## src/hw/rtl/local_magnitude_from_amplitude_core_defines.svh

```systemverilog
// Assertion helpers for the RTL file that carries concurrent checks.
`ifndef LOCAL_MAGNITUDE_FROM_AMPLITUDE_CORE_DEFINES_SVH
`define LOCAL_MAGNITUDE_FROM_AMPLITUDE_CORE_DEFINES_SVH

// The consequent must hold in the same cycle as the antecedent.
`define LMFA_ASSERT_SAME(label, clk, rst_n, ante, cons, msg) \
  label: assert property (@(posedge clk) disable iff (!rst_n) (ante) |-> (cons)) \
    else $error(msg);

// The consequent must hold in the cycle after the antecedent.
`define LMFA_ASSERT_NEXT(label, clk, rst_n, ante, cons, msg) \
  label: assert property (@(posedge clk) disable iff (!rst_n) (ante) |=> (cons)) \
    else $error(msg);

`endif

```

## src/hw/rtl/lmfa_pkg.sv

```systemverilog
`default_nettype none

package lmfa_pkg;

  // Field widths.
  localparam int AMP_W      = 44;
  localparam int DEG_W      = 24;
  localparam int SNR_W      = 24;
  localparam int CFG_W      = 24;
  localparam int MAG_W      = 22;
  localparam int STAT_W     = 2;
  localparam int IN_DATA_W  = 96;
  localparam int OUT_DATA_W = 24;
  localparam int OUT_USER_W = 3;

  // Datapath widths.
  localparam int LEAD_W    = 6;
  localparam int FRAC_W    = 43;
  localparam int LG2_W     = 31;
  localparam int L2_W      = 37;
  localparam int LG_W      = 37;
  localparam int LOG10_2_W = 27;
  localparam int ACC_W     = 41;
  localparam int X_W       = 24;
  localparam int PKM_W     = 48;
  localparam int TOT_W     = 48;

  // Register stages from the input register to the result register.
  localparam int PIPE_DEPTH = 16;

  localparam int unsigned LOG_TAB_ENTRIES_DFLT = 256;

  typedef logic [63:0] u64_t;

  localparam u64_t Q30_ONE = 64'd1 << 30;
  localparam logic [LG2_W-1:0] LG2_ONE = 31'd1 << 30;
  localparam logic [LOG10_2_W-1:0] LOG10_2_Q28 = 27'd80807124;

  localparam logic [CFG_W-1:0] MIN_SNR_RST    = 24'd512;
  localparam logic [CFG_W-1:0] KM_PER_DEG_RST = 24'd7287276;

  // Distance in km, Q.32, up to which the quartic correction applies.
  localparam logic [PKM_W-1:0] NEAR_LIMIT = 48'd200 << 32;

  // Horner start values and per-step addends for both distance ranges.
  localparam logic signed [ACC_W-1:0] ACC0_NEAR = 41'sd26332727165;
  localparam logic signed [ACC_W-1:0] ACC0_FAR  = -41'sd429665021729;
  localparam logic signed [ACC_W-1:0] C_NEAR [4] = '{
    -41'sd61068810947, 41'sd49961808366, -41'sd17784600579, -41'sd1200443359
  };
  localparam logic signed [ACC_W-1:0] C_FAR [4] = '{
    41'sd0, 41'sd0, 41'sd9015995348, 41'sd35522399
  };
  // The far range only runs the last two Horner steps.
  localparam logic [3:0] FAR_ON = 4'b1100;

  typedef enum logic [0:0] {
    REG_MIN_SNR    = 1'b0,
    REG_KM_PER_DEG = 1'b1
  } cfg_reg_t;

  typedef enum logic [STAT_W-1:0] {
    ST_OK        = 2'd0,
    ST_AMP_RANGE = 2'd1,
    ST_SNR_LOW   = 2'd2
  } status_t;

  typedef struct packed {
    logic signed [ACC_W-1:0] acc;
    logic [X_W-1:0]          x;
    logic                    is_near;
  } poly_t;

  typedef struct packed {
    logic amp_zero;
    logic snr_low;
  } side_t;

  typedef struct packed {
    logic [MAG_W-1:0] magnitude;
    status_t          status;
    logic             treat_as_valid;
  } res_t;

  // log2(x0 / 2^30) in Q.30 by repeated truncating squaring; elaboration only.
  function automatic logic [LG2_W-1:0] lg2_entry(input u64_t x0);
    u64_t x;
    logic [LG2_W-1:0] res;
    x   = x0;
    res = '0;
    for (int b = 29; b >= 0; b--) begin
      x = (x * x) >> 30;
      if (x >= (Q30_ONE << 1)) begin
        x      = x >> 1;
        res[b] = 1'b1;
      end
    end
    return res;
  endfunction

endpackage

`default_nettype wire

```

## src/hw/rtl/lmfa_outbuf.sv

```systemverilog
`default_nettype none

module lmfa_outbuf
  import lmfa_pkg::*;
(
  input  logic clk,
  input  logic rst_n,
  input  logic in_valid,
  input  res_t in_res,
  output logic adv,
  output logic out_valid,
  input  logic out_ready,
  output res_t out_res
);

  logic o_valid_r, o_valid_nxt;
  logic s_valid_r, s_valid_nxt;
  res_t o_res_r, s_res_r;
  logic take, o_free, o_from_s, o_from_in, s_load;

  // The pipeline moves only while the spare entry is empty.
  assign adv    = !s_valid_r;
  assign take   = in_valid && adv;
  assign o_free = !o_valid_r || out_ready;

  always_comb begin
    o_valid_nxt = o_valid_r;
    s_valid_nxt = s_valid_r;
    o_from_s    = 1'b0;
    o_from_in   = 1'b0;
    s_load      = 1'b0;
    if (o_free) begin
      if (s_valid_r) begin
        o_from_s    = 1'b1;
        o_valid_nxt = 1'b1;
        s_valid_nxt = 1'b0;
      end else begin
        o_from_in   = take;
        o_valid_nxt = take;
      end
    end else if (take) begin
      s_load      = 1'b1;
      s_valid_nxt = 1'b1;
    end
  end

  always_ff @(posedge clk) begin
    if (!rst_n) begin
      o_valid_r <= 1'b0;
      s_valid_r <= 1'b0;
    end else begin
      o_valid_r <= o_valid_nxt;
      s_valid_r <= s_valid_nxt;
    end
  end

  always_ff @(posedge clk) begin
    if (o_from_s) begin
      o_res_r <= s_res_r;
    end else if (o_from_in) begin
      o_res_r <= in_res;
    end
    if (s_load) begin
      s_res_r <= in_res;
    end
  end

  assign out_valid = o_valid_r;
  assign out_res   = o_res_r;

endmodule

`default_nettype wire
```

## config.mk

```make
export PLATFORM = sky130hd
export DESIGN_NAME = lmfa_outbuf
export DESIGN_NICKNAME = d
export VERILOG_FILES = /design/src/hw/rtl/local_magnitude_from_amplitude_core_defines.svh /design/src/hw/rtl/lmfa_pkg.sv /design/src/hw/rtl/lmfa_outbuf.sv
export SDC_FILE = /design/constraint.sdc
export NUM_CORES = 1
export LEC_CHECK = 0
export ABC_AREA = 1
export BUFFER_PORTS_ARGS = -buffer_cell sky130_fd_sc_hd__buf_2
export CAP_MARGIN = 20
export CORE_MARGIN = 5
export CORE_UTILIZATION = 35
export DETAILED_ROUTE_END_ITERATION = 7
export HOLD_SLACK_MARGIN = 0.15
export SLEW_MARGIN = 20
export SYNTH_ARGS = -nofsm -noshare
export SYNTH_HDL_FRONTEND = slang
export SYNTH_SLANG_ARGS = --single-unit
```

## constraint.sdc

```tcl
create_clock -name clk -period 2.35 [get_ports clk]
set_input_delay 0.235 -clock clk [delete_from_list [all_inputs] [get_ports clk]]
set_output_delay 0.235 -clock clk [all_outputs]
set_load 0.1 [all_outputs]
```

## Word level (Yosys, flattened, before mapping)

Index checks and enable logic that the tools add are counted.

- Reductions and logical operators: 6
- Bitwise logic cells: 1
- Mux-type cells: 9

Operator list:

| kind | number |
|---|---|
| 2-to-1 mux 25 bit | 2 |
| 2-to-1 mux 1 bit | 7 |
| zero test 1 bit | 2 |
| nonzero test 2 bit | 1 |
| OR reduction 2 bit | 1 |
| logical AND 1 bit | 1 |
| logical OR 1 bit | 1 |
| NOT 1 bit | 1 |

- Register bits after elaboration: 52
- Output and inout bits: 27
- Input port bits: 29

## Depth between registers and ports, before layout

- Depth after elaboration: 6
- Depth in mapped cells: 6
- Mapped depth without buffers: 5

## Worst setup path before layout

No wires, ideal clock.

- Path kind: flip-flop to flip-flop
- Start: register o_valid_r (netlist: out_valid)
- End: register s_res_r[0] (netlist name) (enable)
- Buffers on the path: 2
- Stages on the path, launching flop included: 5
- Data arrival time: 2.548 ns
- Library setup time: 0.407 ns
- Period minus slack after synthesis: 2.955 ns
- Required time: 1.943 ns
- Path slack: -0.605 ns
- Cell sequence: dfxtp_1 nand2_2 buf_6 buf_12 nor2_1

- Word-level cells in the longest chain between the ends: 3

RTL lines:

| what | RTL line | text |
|---|---|---|
| start: declaration | lmfa_outbuf.sv:16 | `logic o_valid_r, o_valid_nxt;` |
| start signal: assignment | lmfa_outbuf.sv:52 | `o_valid_r <= o_valid_nxt;` |
| zero test 1 bit | lmfa_outbuf.sv:24 | `assign o_free = !o_valid_r \|\| out_ready;` |
| logical OR 1 bit | lmfa_outbuf.sv:24 |  |
| 2-to-1 mux 1 bit | lmfa_outbuf.sv:32 | `if (o_free) begin` |
| named net s_load | lmfa_outbuf.sv:19 | `logic take, o_free, o_from_s, o_from_in, s_load;` |
| end signal: assignment | lmfa_outbuf.sv:64 | `s_res_r <= in_res;` |
| end: declaration | lmfa_outbuf.sv:18 | `res_t o_res_r, s_res_r;` |

The timed path passes the listed nets, and every way through them passes these cells.
A chain may end at the register's enable or synchronous reset.

## Final worst setup path

- Start: register s_valid_r
- End: output port adv

- Word-level cells in the longest chain between the ends: 1

RTL lines:

| what | RTL line | text |
|---|---|---|
| start: declaration | lmfa_outbuf.sv:17 | `logic s_valid_r, s_valid_nxt;` |
| start signal: assignment | lmfa_outbuf.sv:53 | `s_valid_r <= s_valid_nxt;` |
| zero test 1 bit | lmfa_outbuf.sv:22 | `assign adv = !s_valid_r;` |
| end: declaration | lmfa_outbuf.sv:10 | `output logic adv,` |

Every way passes these cells.

==> results.toml <==
[cts]
path_clk_slew_ns = 0.09
cts-root-buf = "clkbuf_8"
numCtsBuffers = 5
cts_tree = "built"
numClockSinks = 52
clock_latency_ns = 0.30
cts_max_path_buffers = 2
htree_levels = 2
cts_resized = 0

[floorplanning]
chipWidth_um = 85.8
dieArea_um2 = 7360
ioPinCount = 56
core_um2 = 5540
die_y_um = 85.8
start_util = 0.363
floorplan.rows = 27

[yosys]
synth.avg_cell_area_um2 = 13.8
synth_top_area_cell = "edfxtp_1"
synth_top_cell_area_share = 0.747
synth_seq_area_share = 0.767
yosys_warnings = 0
ys_types = 17
syn_inst = 146
syn-num-nets = 175
ys_seq_elements = 52
syn-cell-area_um2 = 2010
synthTopCellsByArea = "edfxtp_1 (75%), nand2_1 (9.5%), nand3_1 (5.7%)"

[route]
drtIter0Drc = 46
viasPerCell = 4.36
drt-total-wl_um = 4200
route.detailed.drc = 0
drtPass1Iterations = 4
ant_nets = 0
routed-via-count = 1320
routedWlPerCell_um = 13.8

[timing]
rsz0062_at_grt = "false"
fin_crit_sh = 0.706
drv_slew = 0
clock_skew_ns = 0.00327
clock.fmax_mhz = 603
timing.final.crit_period_ns = 1.66
worst_pin_slew_ns = 0.567
slew_headroom = 0.621
setup-tns-final_ns = 0
setup_viol = 0
hold_viol = 0

[global_routing]
overflow = 0
grt_pass1_wl_um = 6870
track_usage = 0.123
antenna_found_initial = 0
first_global_vias = 1429
grt_max_degree = 26

[worst_setup_path]
r2r_slack_ns = 0.74
cp-start-kind = "flop"
cpLargestDelayFamily = "flip-flops"
crit_arrival_ns = 1.42
r2r_cells = 3
crit_chain = "inv_1 -> buf_2"
crit_type = "reg -> out"
regToRegEndpoint = "out_res[10]"
crit_buf_inv = 2
cpMaxStageDelayCell = "dfxtp_1"
worst_ep_required_time_ns = 2.12
reg2reg_from = "s_valid_r"
worstPathMaxFanout = 14
cp-end-kind = "primary output"
slowest_delay_ns = 0.69

[cells_and_area]
syn_to_final_growth_pct = 33.2
nNetsFinal = 260
stdcell_count = 303
final_layout_size_suffix_gt1_frac = 0.333
antenna_cells = 0
final_common_cell = "buf_2"
final_cell_mix = "buf_2 (55), nand2_1 (51), edfxtp_1 (50), dlygate4sd3_1 (25), nand3_1 (23)"
fill_cells = 518

[place]
routabilityCongestion = 0.715
placed_cells = 271
hpwl_um = 2810
numPortBuffers = 55

[power_and_ir_drop]
power-per-cell-area_nw_per_um2 = 726
leakage_nw = 1.12
ir_worst_vdd_v = 0.000397

[min_path]
holdPathStages = 3
whs_endpoint = "out_valid"
min_path_type = "in -> reg"
worstHoldStart = "rst_n"

[status]
status = "completed"

[run]
maxCapViolations = 0
## power by group
group	total, W	leakage (nW)	switching, W	internal, W
Combinational	0.000387	0.591	0.000303	0.0000840
Sequential	0.00108	0.487	0.0000133	0.00107
Clock	0.000479	0.0400	0.000277	0.000202
Total	0.00194	1.12	0.000593	0.00135
## what timing repair did
action	in CTS	in global routing
setup buffers	0	0
endpoints found under the hold margin	25	0
hold buffers	25	0
## Yosys cell counts
master / instances
buf_2: 2
nand3_1: 23
buf_4: 2
edfxtp_1: 50
nor2_1: 2
buf_6: 2
dfxtp_1: 2
buf_8: 1
a21oi_1: 1
nand2_2: 1
buf_12: 1
a21oi_2: 1
nand2_4: 1
nand3_2: 2
nand2_1: 51
nor3_2: 1
inv_1: 3
## final cells by class
class / count / area (µm²) / share of cell area
sequential: 52 / 1540 / 0.576
multi-input combinational: 83 / 382 / 0.143
inverter: 3 / 11.3 / 0.00421
tap: 72 / 90.1 / 0.0336
clock inverter: 2 / 12.5 / 0.00467
clock buffer: 5 / 68.8 / 0.0257
timing repair buffer: 86 / 571 / 0.213
## per-stage QoR
stage               power (W)  setup WS, ns  instance area [µm²]  hold WS (ns)   util
detailed placement    0.00146         0.736                 2350         0.428  0.423
finish                0.00194         0.691                 2680         0.188  0.483
CTS                   0.00197         0.672                 2680         0.180  0.483
global placement      0.00146         0.786                 2350         0.428  0.423
global route          0.00202         0.574                 2680         0.185  0.483
floorplan             0.00139        0.0896                 2010         0.334      -
## per-layer routing
layer  global-route usage  wire [µm]  vias up
li1                     -          -      675
met1                0.149       1870      598
met2                0.211       2000       42
met3               0.0365        285        5
met4               0.0345         39        0
met5                    0          0        -
## worst min-delay path, cell delays in order
cell,delay (ns)
buf_2,0.10
inv_1,0.09
a21oi_2,0.03
## flip-flops by register name (all words and copies together) (netlist names)
| signal | count |
|---|---|
| s_res_r | 25 |
| out_res | 25 |
| out_valid | 1 |
| s_valid_r | 1 |
## worst max-delay path by stage
stage | start | end | slack [ns] | cells past startpoint
floorplan | s_valid_r | s_res_r[0] | 0.09 | 4
global placement | s_valid_r | out_res[10] | 0.79 | 3
detailed placement | s_valid_r | out_res[10] | 0.74 | 3
CTS | s_valid_r | adv | 0.67 | 2
global route | s_valid_r | adv | 0.57 | 2
finish | s_valid_r | adv | 0.69 | 2
## cells by family (layout without fill, tap and decap cells)
group | Yosys count | count (layout) | share of synthesized area
simple gates | 81 | 81 | 0.180
flops | 52 | 52 | 0.767
buf+inv | 11 | 96 | 0.0467
compound gates | 2 | 2 | 0.00684
(Power assumes the default switching activity.)
