==> config.mk <==
export PLATFORM = sky130hd
export DESIGN_NAME = lmfa_horner
export DESIGN_NICKNAME = d
export VERILOG_FILES = /design/src/hw/rtl/local_magnitude_from_amplitude_core_defines.svh /design/src/hw/rtl/lmfa_pkg.sv /design/src/hw/rtl/lmfa_horner.sv
export SDC_FILE = /design/constraint.sdc
export NUM_CORES = 2
export LEC_CHECK = 0
export BUFFER_PORTS_ARGS = -buffer_cell sky130_fd_sc_hd__buf_2
export CAP_MARGIN = 20
export CORE_ASPECT_RATIO = 1.2
export CORE_UTILIZATION = 60
export CTS_CLUSTER_DIAMETER = 200
export DETAILED_ROUTE_END_ITERATION = 12
export PLACE_DENSITY = 0.83
export RECOVER_POWER = 50
export SYNTH_ARGS = -nofsm -noshare
export SYNTH_HDL_FRONTEND = slang
export SYNTH_SLANG_ARGS = --single-unit
==> constraint.sdc <==
create_clock -name clk -period 18.3 [get_ports clk]
set_clock_uncertainty 0.05 [all_clocks]
set_input_delay 3.66 -clock clk [delete_from_list [all_inputs] [get_ports clk]]
set_output_delay 3.66 -clock clk [all_outputs]
set_load 0.03 [all_outputs]
==> src/hw/rtl/local_magnitude_from_amplitude_core_defines.svh <==
// Assertion helpers for the RTL file that carries concurrent checks.
`ifndef LOCAL_MAGNITUDE_FROM_AMPLITUDE_CORE_DEFINES_SVH
`define LOCAL_MAGNITUDE_FROM_AMPLITUDE_CORE_DEFINES_SVH

// The consequent must hold in the same cycle as the antecedent.
`define LMFA_ASSERT_SAME(label, clk, rst_n, ante, cons, msg) \
  label: assert property (@(posedge clk) disable iff (!rst_n) (ante) |-> (cons)) \
    else $error(msg);

// The consequent must hold in the cycle after the antecedent.
`define LMFA_ASSERT_NEXT(label, clk, rst_n, ante, cons, msg) \
  label: assert property (@(posedge clk) disable iff (!rst_n) (ante) |=> (cons)) \
    else $error(msg);

`endif

==> src/hw/rtl/lmfa_pkg.sv <==
`default_nettype none

package lmfa_pkg;

  // Field widths.
  localparam int AMP_W      = 44;
  localparam int DEG_W      = 24;
  localparam int SNR_W      = 24;
  localparam int CFG_W      = 24;
  localparam int MAG_W      = 22;
  localparam int STAT_W     = 2;
  localparam int IN_DATA_W  = 96;
  localparam int OUT_DATA_W = 24;
  localparam int OUT_USER_W = 3;

  // Datapath widths.
  localparam int LEAD_W    = 6;
  localparam int FRAC_W    = 43;
  localparam int LG2_W     = 31;
  localparam int L2_W      = 37;
  localparam int LG_W      = 37;
  localparam int LOG10_2_W = 27;
  localparam int ACC_W     = 41;
  localparam int X_W       = 24;
  localparam int PKM_W     = 48;
  localparam int TOT_W     = 48;

  // Register stages from the input register to the result register.
  localparam int PIPE_DEPTH = 16;

  localparam int unsigned LOG_TAB_ENTRIES_DFLT = 256;

  typedef logic [63:0] u64_t;

  localparam u64_t Q30_ONE = 64'd1 << 30;
  localparam logic [LG2_W-1:0] LG2_ONE = 31'd1 << 30;
  localparam logic [LOG10_2_W-1:0] LOG10_2_Q28 = 27'd80807124;

  localparam logic [CFG_W-1:0] MIN_SNR_RST    = 24'd512;
  localparam logic [CFG_W-1:0] KM_PER_DEG_RST = 24'd7287276;

  // Distance in km, Q.32, up to which the quartic correction applies.
  localparam logic [PKM_W-1:0] NEAR_LIMIT = 48'd200 << 32;

  // Horner start values and per-step addends for both distance ranges.
  localparam logic signed [ACC_W-1:0] ACC0_NEAR = 41'sd26332727165;
  localparam logic signed [ACC_W-1:0] ACC0_FAR  = -41'sd429665021729;
  localparam logic signed [ACC_W-1:0] C_NEAR [4] = '{
    -41'sd61068810947, 41'sd49961808366, -41'sd17784600579, -41'sd1200443359
  };
  localparam logic signed [ACC_W-1:0] C_FAR [4] = '{
    41'sd0, 41'sd0, 41'sd9015995348, 41'sd35522399
  };
  // The far range only runs the last two Horner steps.
  localparam logic [3:0] FAR_ON = 4'b1100;

  typedef enum logic [0:0] {
    REG_MIN_SNR    = 1'b0,
    REG_KM_PER_DEG = 1'b1
  } cfg_reg_t;

  typedef enum logic [STAT_W-1:0] {
    ST_OK        = 2'd0,
    ST_AMP_RANGE = 2'd1,
    ST_SNR_LOW   = 2'd2
  } status_t;

  typedef struct packed {
    logic signed [ACC_W-1:0] acc;
    logic [X_W-1:0]          x;
    logic                    is_near;
  } poly_t;

  typedef struct packed {
    logic amp_zero;
    logic snr_low;
  } side_t;

  typedef struct packed {
    logic [MAG_W-1:0] magnitude;
    status_t          status;
    logic             treat_as_valid;
  } res_t;

  // log2(x0 / 2^30) in Q.30 by repeated truncating squaring; elaboration only.
  function automatic logic [LG2_W-1:0] lg2_entry(input u64_t x0);
    u64_t x;
    logic [LG2_W-1:0] res;
    x   = x0;
    res = '0;
    for (int b = 29; b >= 0; b--) begin
      x = (x * x) >> 30;
      if (x >= (Q30_ONE << 1)) begin
        x      = x >> 1;
        res[b] = 1'b1;
      end
    end
    return res;
  endfunction

endpackage

`default_nettype wire

==> src/hw/rtl/lmfa_horner.sv <==
`default_nettype none

module lmfa_horner
  import lmfa_pkg::*;
(
  input  logic                    clk,
  input  logic                    en,
  input  logic signed [ACC_W-1:0] c_near,
  input  logic signed [ACC_W-1:0] c_far,
  input  logic                    far_on,
  input  poly_t                   poly_i,
  output poly_t                   poly_o
);

  localparam int LO_W  = 21;
  localparam int HI_W  = ACC_W - LO_W;
  localparam int PPL_W = LO_W + X_W;
  localparam int PPH_W = HI_W + X_W + 1;
  localparam int V_W   = PPH_W + LO_W;
  localparam int SH    = 24;

  poly_t                   m_r, s_r, r_r;
  logic [PPL_W-1:0]        pplo_r;
  logic signed [PPH_W-1:0] pphi_r;
  logic signed [V_W-1:0]   v_r;

  logic signed [V_W-1:0]   bias, v_b, q;
  logic                    apply;
  poly_t                   r_nxt;

  always_comb begin
    bias  = v_r[V_W-1] ? V_W'((1 << (SH - 1)) - 1) : V_W'(1 << (SH - 1));
    v_b   = v_r + bias;
    q     = v_b >>> SH;
    apply = s_r.is_near || far_on;
    r_nxt = s_r;
    if (apply) begin
      r_nxt.acc = q[ACC_W-1:0] + (s_r.is_near ? c_near : c_far);
    end
  end

  always_ff @(posedge clk) begin
    if (en) begin
      // Split the accumulator so each product stays a narrow multiply.
      pplo_r <= PPL_W'(poly_i.acc[LO_W-1:0]) * PPL_W'(poly_i.x);
      pphi_r <= PPH_W'($signed(poly_i.acc[ACC_W-1:LO_W]))
                * $signed(PPH_W'({1'b0, poly_i.x}));
      m_r    <= poly_i;
      v_r    <= (V_W'(pphi_r) <<< LO_W) + $signed(V_W'(pplo_r));
      s_r    <= m_r;
      r_r    <= r_nxt;
    end
  end

  assign poly_o = r_r;

endmodule

`default_nettype wire

# Word level (Yosys, flattened, before mapping)

Cells that the tools add are included.
W data, S select, Z words.

$add $sub $neg: 3
$mul: 2
Muxes and demuxes: 3
Reduce and logical (&&, ||, !) cells: 1

Operator list:

| operator           | number |
|---|---|
| $mux W41           | 2 |
| $add A66 B46 Y66   | 1 |
| $add A65 B25 Y65   | 1 |
| $mul A20 B25 Y45   | 1 |
| $mul A21 B24 Y45   | 1 |
| $add A41 B41 Y41   | 1 |
| $mux W24           | 1 |
| $logic_or A1 B1 Y1 | 1 |

Bits in registers: 354
Bits of input ports: 151
Output and inout bits: 66
Logic and storage cells: 21

# Longest topological paths before layout

Depth after elaboration: 4
Depth in mapped cells: 28
Depth with buffers taken out: 26

# Worst setup path before layout

OpenSTA, ideal clock, no wires.

Kind: input to register
Start: in poly_i[11] in the netlist's numbering
End: reg pplo_r[39], data pin
Setup time: 0.258 ns
Arrival time: 10.063 ns
Required time: 17.992 ns
Path slack: 7.929 ns
Stages: 24
Buffers on the path: 1
Cell sequence: clkbuf_1 > and2_1 > fa_1 > fa_1 > inv_1 > fa_1 > inv_1 > fa_1 > fa_1 > fa_1 > inv_1 > fa_1 > inv_1 > ha_1 > a21o_1 > a2111oi_4 > a21oi_2 > o311a_1 > o31a_1 > a211o_2 > a221oi_2 > o21bai_1 > a21oi_2 > xnor2_1

Longest elaborated chain between the ends: 1

Ends and longest elaborated chain:

| item                   | line              | RTL |
|---|---|---|
| start: declaration     | lmfa_horner.sv:11 | `input poly_t poly_i,` |
| $mul A21 B24 Y45       | lmfa_horner.sv:45 | `pplo_r <= PPL_W'(poly_i.acc[LO_W-1:0]) * PPL_W'(poly_i.x);` |
| end signal: assignment | lmfa_horner.sv:45 |  |
| end: declaration       | lmfa_horner.sv:23 | `logic [PPL_W-1:0] pplo_r;` |

Every way passes these cells.
A chain may end at the register's enable or synchronous reset.

# Worst setup path in the final report

Start: in poly_i[10] in the netlist's numbering
End: reg pphi_r[44], data pin

Longest elaborated chain between the ends: 1

Ends and longest elaborated chain:

| item                   | line              | RTL |
|---|---|---|
| $mul A20 B25 Y45       | lmfa_horner.sv:47 | `* $signed(PPH_W'({1'b0, poly_i.x}));` |
| end signal: assignment | lmfa_horner.sv:46 | `pphi_r <= PPH_W'($signed(poly_i.acc[ACC_W-1:LO_W]))` |
| end: declaration       | lmfa_horner.sv:24 | `logic signed [PPH_W-1:0] pphi_r;` |

Every way passes these cells.

==> impl_metrics.py <==
metrics = {
    "sta": {
        "fin_crit_sh_pct": 67.4,
        "drv_slew": 1829,
        "relSlewSlack_pct": -339,
        "finalSetupTns_ns": 0,
        "min_period_ns": 12.33,
        "final_hold_viol_count": 0,
        "setup_viol": 0,
        "rsz0062_at_grt": "false",
        "whs_ns": 0.360,
        "worst_pin_slew_ns": 6.58,
        "max_clock_freq_mhz": 81.1,
    },
    "clock_network": {
        "clkLatencyLatePin_ns": 0.63,
        "clk_pin_slew_worst_paths_ns": 0.06,
        "post_cts_resized": 0,
        "cts_setup_buffers": 0,
        "cts-root-buf": "clkbuf_16",
        "cts_sinks": 354,
        "numCtsBuffers": 41,
        "cts_hold_buf": 0,
        "clock_tree.buffer_depth": 3,
        "htreeDepth": 2,
        "cts_tree": "built",
    },
    "floorplanning": {
        "num_io_pins": 217,
        "core_mm2": 0.0804,
        "fp.dieH_um": 314,
        "die-area_mm2": 0.0822,
        "die-width_um": 262,
        "initial_core_util_pct": 60.5,
        "fp-row-count": 114,
    },
    "placed_design": {
        "place_congestion": 0.933,
        "dp.cells": 5931,
        "dpl.hpwl_um": 90200,
        "port_buffers": 216,
    },
    "synthesis": {
        "synthMuxAreaShare_pct": 0.990,
        "synth.avg_cell_area_um2": 10.0,
        "synthSimpleGateAreaFrac_pct": 14.4,
        "synth_top_family_by_area": "adder cells",
        "synth_edf_count": 354,
        "syn_area_mm2": 0.0487,
        "ys_types": 66,
        "synth-xor-area-share_pct": 3.58,
        "synthAdderAreaFrac_pct": 44.2,
        "synthFlopType": "edfxtp_1",
        "syn_inst": 4846,
        "yosysWarnings": 0,
        "synth-seq-cells": 354,
        "synth_fp_nets": 6230,
        "synth-seq-area-share_pct": 21.8,
        "async_reset_ff_share_pct": 0,
        "synth_compound_area_share_pct": 6.19,
    },
    "finish": {
        "synthToLayoutAreaGrowth_pct": 6.24,
        "nNetsFinal": 6314,
        "drive_gt1_share_pct": 5.44,
        "n_fill_cell": 6259,
        "post_layout_nonfiller_instances": 6006,
    },
    "critical_path": {
        "cp_max_fo": 42,
        "start_kind": "input port",
        "cp_cell_sequence": "buf_2, clkbuf_1, nand2_1, fa_1, fa_1, fa_1, inv_1, fa_1, fa_1, fa_1, inv_1, fa_1, inv_1, ha_1, a211oi_1, o21ai_0, a221oi_1, nand3_1, o21ai_0, a2111oi_0, nor3_1, o31ai_1, a21oi_1, xnor2_1",
        "cpPeakStageDelay_ns": 2.06,
        "required_ns": 18.59,
        "crit_top_cell": "fa_1",
        "crit_buf_inv": 5,
        "crit_type": "input port to register",
        "cp_top_family": "adder cells",
        "worstPathArrival_ns": 12.62,
        "slowest_stage": "clkbuf_1",
        "end_kind": "register",
    },
    "global_routing": {
        "antenna_found_initial": 3,
        "grt_use_total_pct": 31.3,
        "grt_pass1_vias": 37484,
        "grt_pass1_wl_um": 198000,
        "grt_max_degree": 177,
        "globalRouteOverflowTotal": 0,
    },
    "routing": {
        "vias": 34966,
        "postRouteAntennaNets": 0,
        "drt_iter0_markers": 3223,
        "drc_errors": 0,
        "wire_per_inst_um": 20.8,
        "avgViaCountPerCell": 5.82,
        "routed_wl_um": 125000,
        "first_pass_iters": 6,
    },
    "status": {
        "status": "finished with violations",
        "failed_checks": "capacitance limit, slew limit",
    },
    "run": {
        "cap_violations": 54,
    },
    "worst_hold_path": {
        "hold_path_class": "register to register",
    },
}
[routing by layer]
metal	share of wire (%)	track usage, %	wire length, um	up-vias
li1	-	-	-	15280
met1	37	39.2	45800	17425
met2	49	52.7	61200	1801
met3	9.5	5.56	11900	458
met4	4.9	14.7	6130	2
met5	0.010	0	13	-
[per-stage QoR]
stage	utilization (%)	cell area, um^2	worst slack, ns
floorplan	-	48700	7.93
global placement	62.8	50500	7.21
detailed placement	62.8	50500	6.99
CTS	64.5	51900	7.59
global route	64.3	51700	5.65
finish	64.3	51700	5.97
[cells in the mapped netlist (all sizes together) (15+ instances only)]
| cell type | number | area (um^2) |
|---|---|---|
| nor2 | 132 | 498 |
| xor2 | 65 | 569 |
| a21o | 65 | 488 |
| o21bai | 27 | 203 |
| nand3 | 44 | 220 |
| o21ai | 82 | 410 |
| nand2b | 29 | 181 |
| and2 | 513 | 3210 |
| nand4 | 31 | 194 |
| a211oi | 15 | 118 |
| nor3 | 26 | 130 |
| and3 | 20 | 125 |
| a21oi | 167 | 843 |
| mux2 | 41 | 462 |
| xnor2 | 134 | 1170 |
| ha | 423 | 5290 |
| inv | 936 | 3510 |
| nand2 | 562 | 2110 |
| fa | 810 | 16200 |
| clkbuf | 205 | 769 |
| o21a | 24 | 180 |
| edfxtp | 354 | 10600 |
[logic make-up (layout without fill, tap and decap cells)]
kind of cell	Yosys count	count (layout)
AO/OA/AOI/OAI	470	470
buffers and inverters	1144	1258
adder cells (fa/ha/maj)	1233	1233
other	0	2
XOR/XNOR	199	199
AND/OR/NAND/NOR	1403	1403
multiplexers	43	43
flip-flops	354	354
[worst paths after layout]
check | cells after the start | slack, ns | startpoint | to
setup / recovery | 24 | 5.97 | poly_i[10] | pphi_r[44]
hold / removal | 0 | 0.36 | m_r[25] | s_r[25]
setup reg to reg | 21 | 11.22 | v_r[65] | poly_o[63]
hold reg to reg | 0 | 0.36 | m_r[25] | s_r[25]
[area by class of cell]
class | count | area, um^2 | share of cell area (%)
multi-input combinational | 3348 | 33700 | 65.3
sequential | 354 | 10600 | 20.6
inverter | 936 | 3510 | 6.80
tap | 1044 | 1310 | 2.53
timing repair buffer | 249 | 1150 | 2.22
clock buffer | 45 | 1040 | 2.01
clock inverter | 28 | 318 | 0.615
antenna | 2 | 5.00 | 0.00968
[worst reg2reg max path: cells and delay by family (launching register included)]
family,cells,cell delay [ns]
xor+xnor,2,0.39
fa+ha+maj,2,0.76
simple gates,5,1.38
flops,1,0.90
compound gates,12,3.21
[placed cells by master (no fill, tap or decap), types with 29 or more instances in the layout]
cell | Yosys | final
inv_1 | 936 | 936
fa_1 | 810 | 810
nand2_1 | 562 | 562
and2_1 | 513 | 511
ha_1 | 423 | 423
edfxtp_1 | 354 | 354
a21oi_1 | 165 | 165
xnor2_1 | 134 | 134
nor2_1 | 131 | 130
buf_2 | 3 | 128
clkbuf_1 | 205 | 114
o21ai_0 | 80 | 81
a21o_1 | 65 | 65
xor2_1 | 65 | 65
nand3_1 | 44 | 44
mux2_2 | 41 | 41
clkbuf_16 | 0 | 41
nand4_1 | 31 | 31
nand2b_1 | 29 | 29
[registers in the layout, indices dropped and copies added (netlist names)]
name	count
poly_o	66
pplo_r	45
v_r	66
s_r	41
r_nxt	25
pphi_r	45
m_r	66
Power is not shown: default switching activity piles up to over one toggle a cycle in this logic, so the estimate is an artifact.
